`src/pfa_pkg.sv`:
```
package pfa_pkg;

  localparam int SAMPLE_BITS   = 16;
  localparam int MAX_ROW_LEN   = 1024;
  localparam int ADDR_BITS     = $clog2(MAX_ROW_LEN);
  localparam int DIM_BITS      = 11;
  localparam int CMP_BITS      = DIM_BITS + 1;
  localparam int WIN_BITS      = 4;

  localparam logic [WIN_BITS-1:0] MAX_WINDOW = 4'd8;
  localparam logic [DIM_BITS-1:0] MAX_DIM    = DIM_BITS'(MAX_ROW_LEN);

  localparam int POS_BITS      = $clog2(MAX_WINDOW);
  localparam int AREA_BITS     = 2 * POS_BITS + 1;
  localparam int ACC_BITS      = SAMPLE_BITS + 2 * POS_BITS;
  localparam int CFG_IDX_BITS  = 3;
  localparam int CFG_DATA_BITS = 11;
  localparam int DIV_CNT_BITS  = $clog2(ACC_BITS + 1);

  typedef enum logic [CFG_IDX_BITS-1:0] {
    CFG_POOL_MODE,
    CFG_WINDOW_W,
    CFG_WINDOW_H,
    CFG_IN_WIDTH,
    CFG_IN_HEIGHT
  } cfg_reg_e;

  typedef enum logic [1:0] {
    ST_IDLE,
    ST_UPDATE,
    ST_DIVIDE,
    ST_EMIT
  } pfa_state_e;

  typedef struct packed {
    logic accept;
    logic update;
    logic div_start;
    logic load_out;
  } pfa_cmd_t;

  typedef struct packed {
    logic produce;
    logic avg_mode;
    logic div_done;
    logic out_free;
  } pfa_status_t;

endpackage

```
`src/pfa_ctrl.sv`:
```
module pfa_ctrl (
  input  logic                 clk_i,
  input  logic                 rst_ni,
  input  logic                 in_valid_i,
  input  pfa_pkg::pfa_status_t status_i,
  output logic                 in_stall_o,
  output pfa_pkg::pfa_cmd_t    cmd_o
);
  import pfa_pkg::*;

  pfa_state_e state_q;
  pfa_state_e state_d;

  always_ff @(posedge clk_i or negedge rst_ni) begin
    if (!rst_ni) begin
      state_q <= ST_IDLE;
    end else begin
      state_q <= state_d;
    end
  end

  always_comb begin
    state_d = state_q;
    unique case (state_q)
      ST_IDLE: begin
        if (in_valid_i) state_d = ST_UPDATE;
      end
      ST_UPDATE: begin
        if (status_i.produce) state_d = status_i.avg_mode ? ST_DIVIDE : ST_EMIT;
        else state_d = ST_IDLE;
      end
      ST_DIVIDE: begin
        if (status_i.div_done) state_d = ST_EMIT;
      end
      ST_EMIT: begin
        if (status_i.out_free) state_d = ST_IDLE;
      end
      default: state_d = ST_IDLE;
    endcase
  end

  always_comb begin
    in_stall_o      = 1'b1;
    cmd_o.accept    = 1'b0;
    cmd_o.update    = 1'b0;
    cmd_o.div_start = 1'b0;
    cmd_o.load_out  = 1'b0;
    unique case (state_q)
      ST_IDLE: begin
        in_stall_o   = 1'b0;
        cmd_o.accept = in_valid_i;
      end
      ST_UPDATE: begin
        cmd_o.update    = 1'b1;
        cmd_o.div_start = status_i.produce && status_i.avg_mode;
      end
      ST_DIVIDE: ;
      ST_EMIT: begin
        cmd_o.load_out = status_i.out_free;
      end
      default: ;
    endcase
  end

endmodule

```
`config.mk`:
```
export PLATFORM = sky130hd
export DESIGN_NAME = pfa_ctrl
export DESIGN_NICKNAME = d
export VERILOG_FILES = /design/src/pfa_pkg.sv /design/src/pfa_ctrl.sv
export SDC_FILE = /design/constraint.sdc
export NUM_CORES = 1
export LEC_CHECK = 0
export BUFFER_PORTS_ARGS = -buffer_cell sky130_fd_sc_hd__buf_4
export CAP_MARGIN = 20
export CORE_AREA = 2 2 39 41
export CTS_CLUSTER_DIAMETER = 60
export DETAILED_ROUTE_END_ITERATION = 10
export DIE_AREA = 0 0 41 43
export MAX_ROUTING_LAYER = met4
export SLEW_MARGIN = 20
export SYNTH_ARGS = -nofsm -noshare
export SYNTH_HDL_FRONTEND = slang
export SYNTH_SLANG_ARGS = --single-unit
```
`constraint.sdc`:
```
create_clock -name clk_i -period 2.6 [get_ports clk_i]
set_input_delay 0.52 -clock clk_i [delete_from_list [all_inputs] [get_ports clk_i]]
set_output_delay 0.52 -clock clk_i [all_outputs]
set_load 0.02 [all_outputs]
```
==> impl_metrics.env <==
export IMPL_end_kind="output pin"
export IMPL_r2r_start="state_q[0]$_DFFE_PN0P_"
export IMPL_cts_resized=0
export IMPL_crit_path_top_delay_cell="dfrtp_1"
export IMPL_io_pins=12
export IMPL_crit_type="flip-flop to output pin"
export IMPL_p_leak_nw=0.1316
export IMPL_dpl_hpwl_um=290.8
export IMPL_cp_arrival_ps=1180
export IMPL_gp_congestion=0.6143
export IMPL_synth_area_sq_um=125.1
export IMPL_insertion_delay_ps=220
export IMPL_nets=36
export IMPL_cts_hold_buffers_added=0
export IMPL_start_util=0.09042
export IMPL_grt_overflow=0
export IMPL_tightest_slew_ps=164.6
export IMPL_max_freq_mhz=586.9
export IMPL_r2r_end="state_q[0]$_DFFE_PN0P_"
export IMPL_ctsHtreeMaxLevel=1
export IMPL_synthAdderAreaFrac=0
export IMPL_synth_top_family_by_area="simple AND/OR/NAND/NOR gates"
export IMPL_reg2reg_slack_ps=1550
export IMPL_synth_xor_xnor_area_share=0
export IMPL_path_cells="or2_2 > nor2_1 > buf_4"
export IMPL_yosys_register_bits=2
export IMPL_synth_cells=13
export IMPL_period_share=0.6553
export IMPL_viasPerCell=3.326
export IMPL_ant_nets=0
export IMPL_cts_buffer_depth=2
export IMPL_slowest_delay_ps=410
export IMPL_crit_required_ps=2080
export IMPL_cp_startpoint="state_q[0]$_DFFE_PN0P_"
export IMPL_vdd_drop_max_v=0.0001292
export IMPL_yosysWarningCount=0
export IMPL_cp_num_cells=3
export IMPL_wl_um=367
export IMPL_ys_seq_area_frac=0.4000
export IMPL_ff2ff_path_depth=1
export IMPL_clk_pin_slew_ps=30
export IMPL_antenna_found_initial=0
export IMPL_grt_pass1_vias=150
export IMPL_critPathMaxFanout=5
export IMPL_worstHoldPathType="input port to asynchronous set/reset pin"
export IMPL_finalPower_mw=0.2622
export IMPL_dieArea_sq_um=1763
export IMPL_ctsRootBufferMaster="clkbuf_4"
export IMPL_num_vias=143
export IMPL_drc=0
export IMPL_yosys_area_share_simple=0.3200
export IMPL_grt_pass1_wl_um=483
export IMPL_die_x_um=41
export IMPL_area_growth_pct=100.0
export IMPL_drt_first_iter_violations=0
export IMPL_slew_viol_final=0
export IMPL_hold_viol=0
export IMPL_grt_usage=0.04933
export IMPL_p_per_area_nw_per_um2=1048
export IMPL_cts_setup_buffers=0
export IMPL_setup_viol=0
export IMPL_die_height_um=43
export IMPL_path_buf_inv=1
export IMPL_critPathCapture="cmd_o[3]"
export IMPL_synth_compound_area_share=0.04000
export IMPL_antenna_cells=0
export IMPL_grt_max_degree=6
export IMPL_cts_buffers=3
export IMPL_drive_gt1_frac=0.6296
export IMPL_skew_ps=1.907
export IMPL_drt_first_pass_iters=1
export IMPL_fill_cells=162
export IMPL_slew_headroom=0.8903
export IMPL_synthMuxAreaShare=0.1800
export IMPL_rsz0062_at_grt="no"
export IMPL_clock_sinks=2
export IMPL_wl_per_cell_um=8.535
export IMPL_totalNegativeSetupSlack_ps=0
export IMPL_fin_crit_ps=1704
export IMPL_core_sq_um=1384
export IMPL_yosysUniqueCellTypes=9
export IMPL_cap_violations=0
export IMPL_cts_tree="built"
export IMPL_rows=14
export IMPL_synth_nets=20
export IMPL_avgSynthCellArea_sq_um=9.625
export IMPL_startpoint_type="flip-flop"
export IMPL_status="completed"
export IMPL_cpLargestDelayFamily="simple AND/OR/NAND/NOR gates"
export IMPL_port_buffer_count=11
[metal layers]
layer | wire length (um) | global-route usage | up-vias
li1 | - | - | 72
met1 | 115 | 0.03526 | 66
met5 | 0 | - | -
met3 | 22 | 0 | 0
met4 | 0 | 0.1000 | 0
met2 | 229 | 0.06875 | 5
[cell usage after synthesis (all sizes together)]
cell type  count  area share
nor2           2       0.060
mux4           1        0.18
nor2b          2        0.10
inv            2       0.060
dfrtp          2        0.40
a21oi          1       0.040
or2            1       0.050
and3           2        0.11
[cells by family (layout without fill, tap and decap cells)]
kind of cell,after synthesis,count (layout)
AO/OA/AOI/OAI,1,1
buffers and inverters,2,16
flip-flops,2,2
multiplexers,1,1
AND/OR/NAND/NOR,7,7
[per-stage QoR]
stage | setup WS, ps | instances | hold slack [ps] | area (sq um) | util
floorplan | 1011 | 13 | 224.4 | 125.1 | -
global route | 819.7 | 43 | 63.37 | 250.2 | 0.1808
CTS | 878.4 | 43 | 62.24 | 250.2 | 0.1808
finish | 896.2 | 43 | 69.57 | 250.2 | 0.1808
global placement | 1100 | 40 | 302.9 | 227.7 | 0.1646
detailed placement | 1104 | 40 | 304.0 | 227.7 | 0.1646
[how the worst min path moves through the flow]
stage | startpoint | cells after the start | end
final | rst_ni | 1 | asynchronous set/reset pin
after global placement | rst_ni | 1 | state_q[0]$_DFFE_PN0P_
after detailed placement | rst_ni | 1 | asynchronous set/reset pin
after CTS | rst_ni | 1 | asynchronous set/reset pin
after floorplan | rst_ni | 0 | asynchronous set/reset pin
after global routing | rst_ni | 1 | state_q[0]$_DFFE_PN0P_
[report_power, final]
part           switching [mW]  internal [mW]  total, mW  leakage (nW)
sequential             0.0211         0.0473     0.0684        0.0231
combinational          0.0587         0.0656      0.124        0.0947
clock                  0.0185         0.0510     0.0695        0.0138
[area by class of cell]
class	instances	area (sq um)	share of cell area
multi-input combinational	9	67.56	0.2700
inverter	2	7.507	0.03000
sequential	2	50.05	0.2000
clock buffer	3	22.52	0.09000
timing repair buffer	11	82.58	0.3300
tap	16	20.02	0.08000
[placed cells by master, fill, tap and decap left out]
| cell type | n |
|---|---|
| a21oi_1 | 1 |
| mux4_2 | 1 |
| clkbuf_4 | 3 |
| nor2_1 | 2 |
| and3_2 | 1 |
| or2_2 | 1 |
| nor2b_1 | 2 |
| and3_1 | 1 |
| dfrtp_1 | 2 |
| inv_1 | 2 |
| buf_4 | 11 |
(Power assumes the default switching activity.)
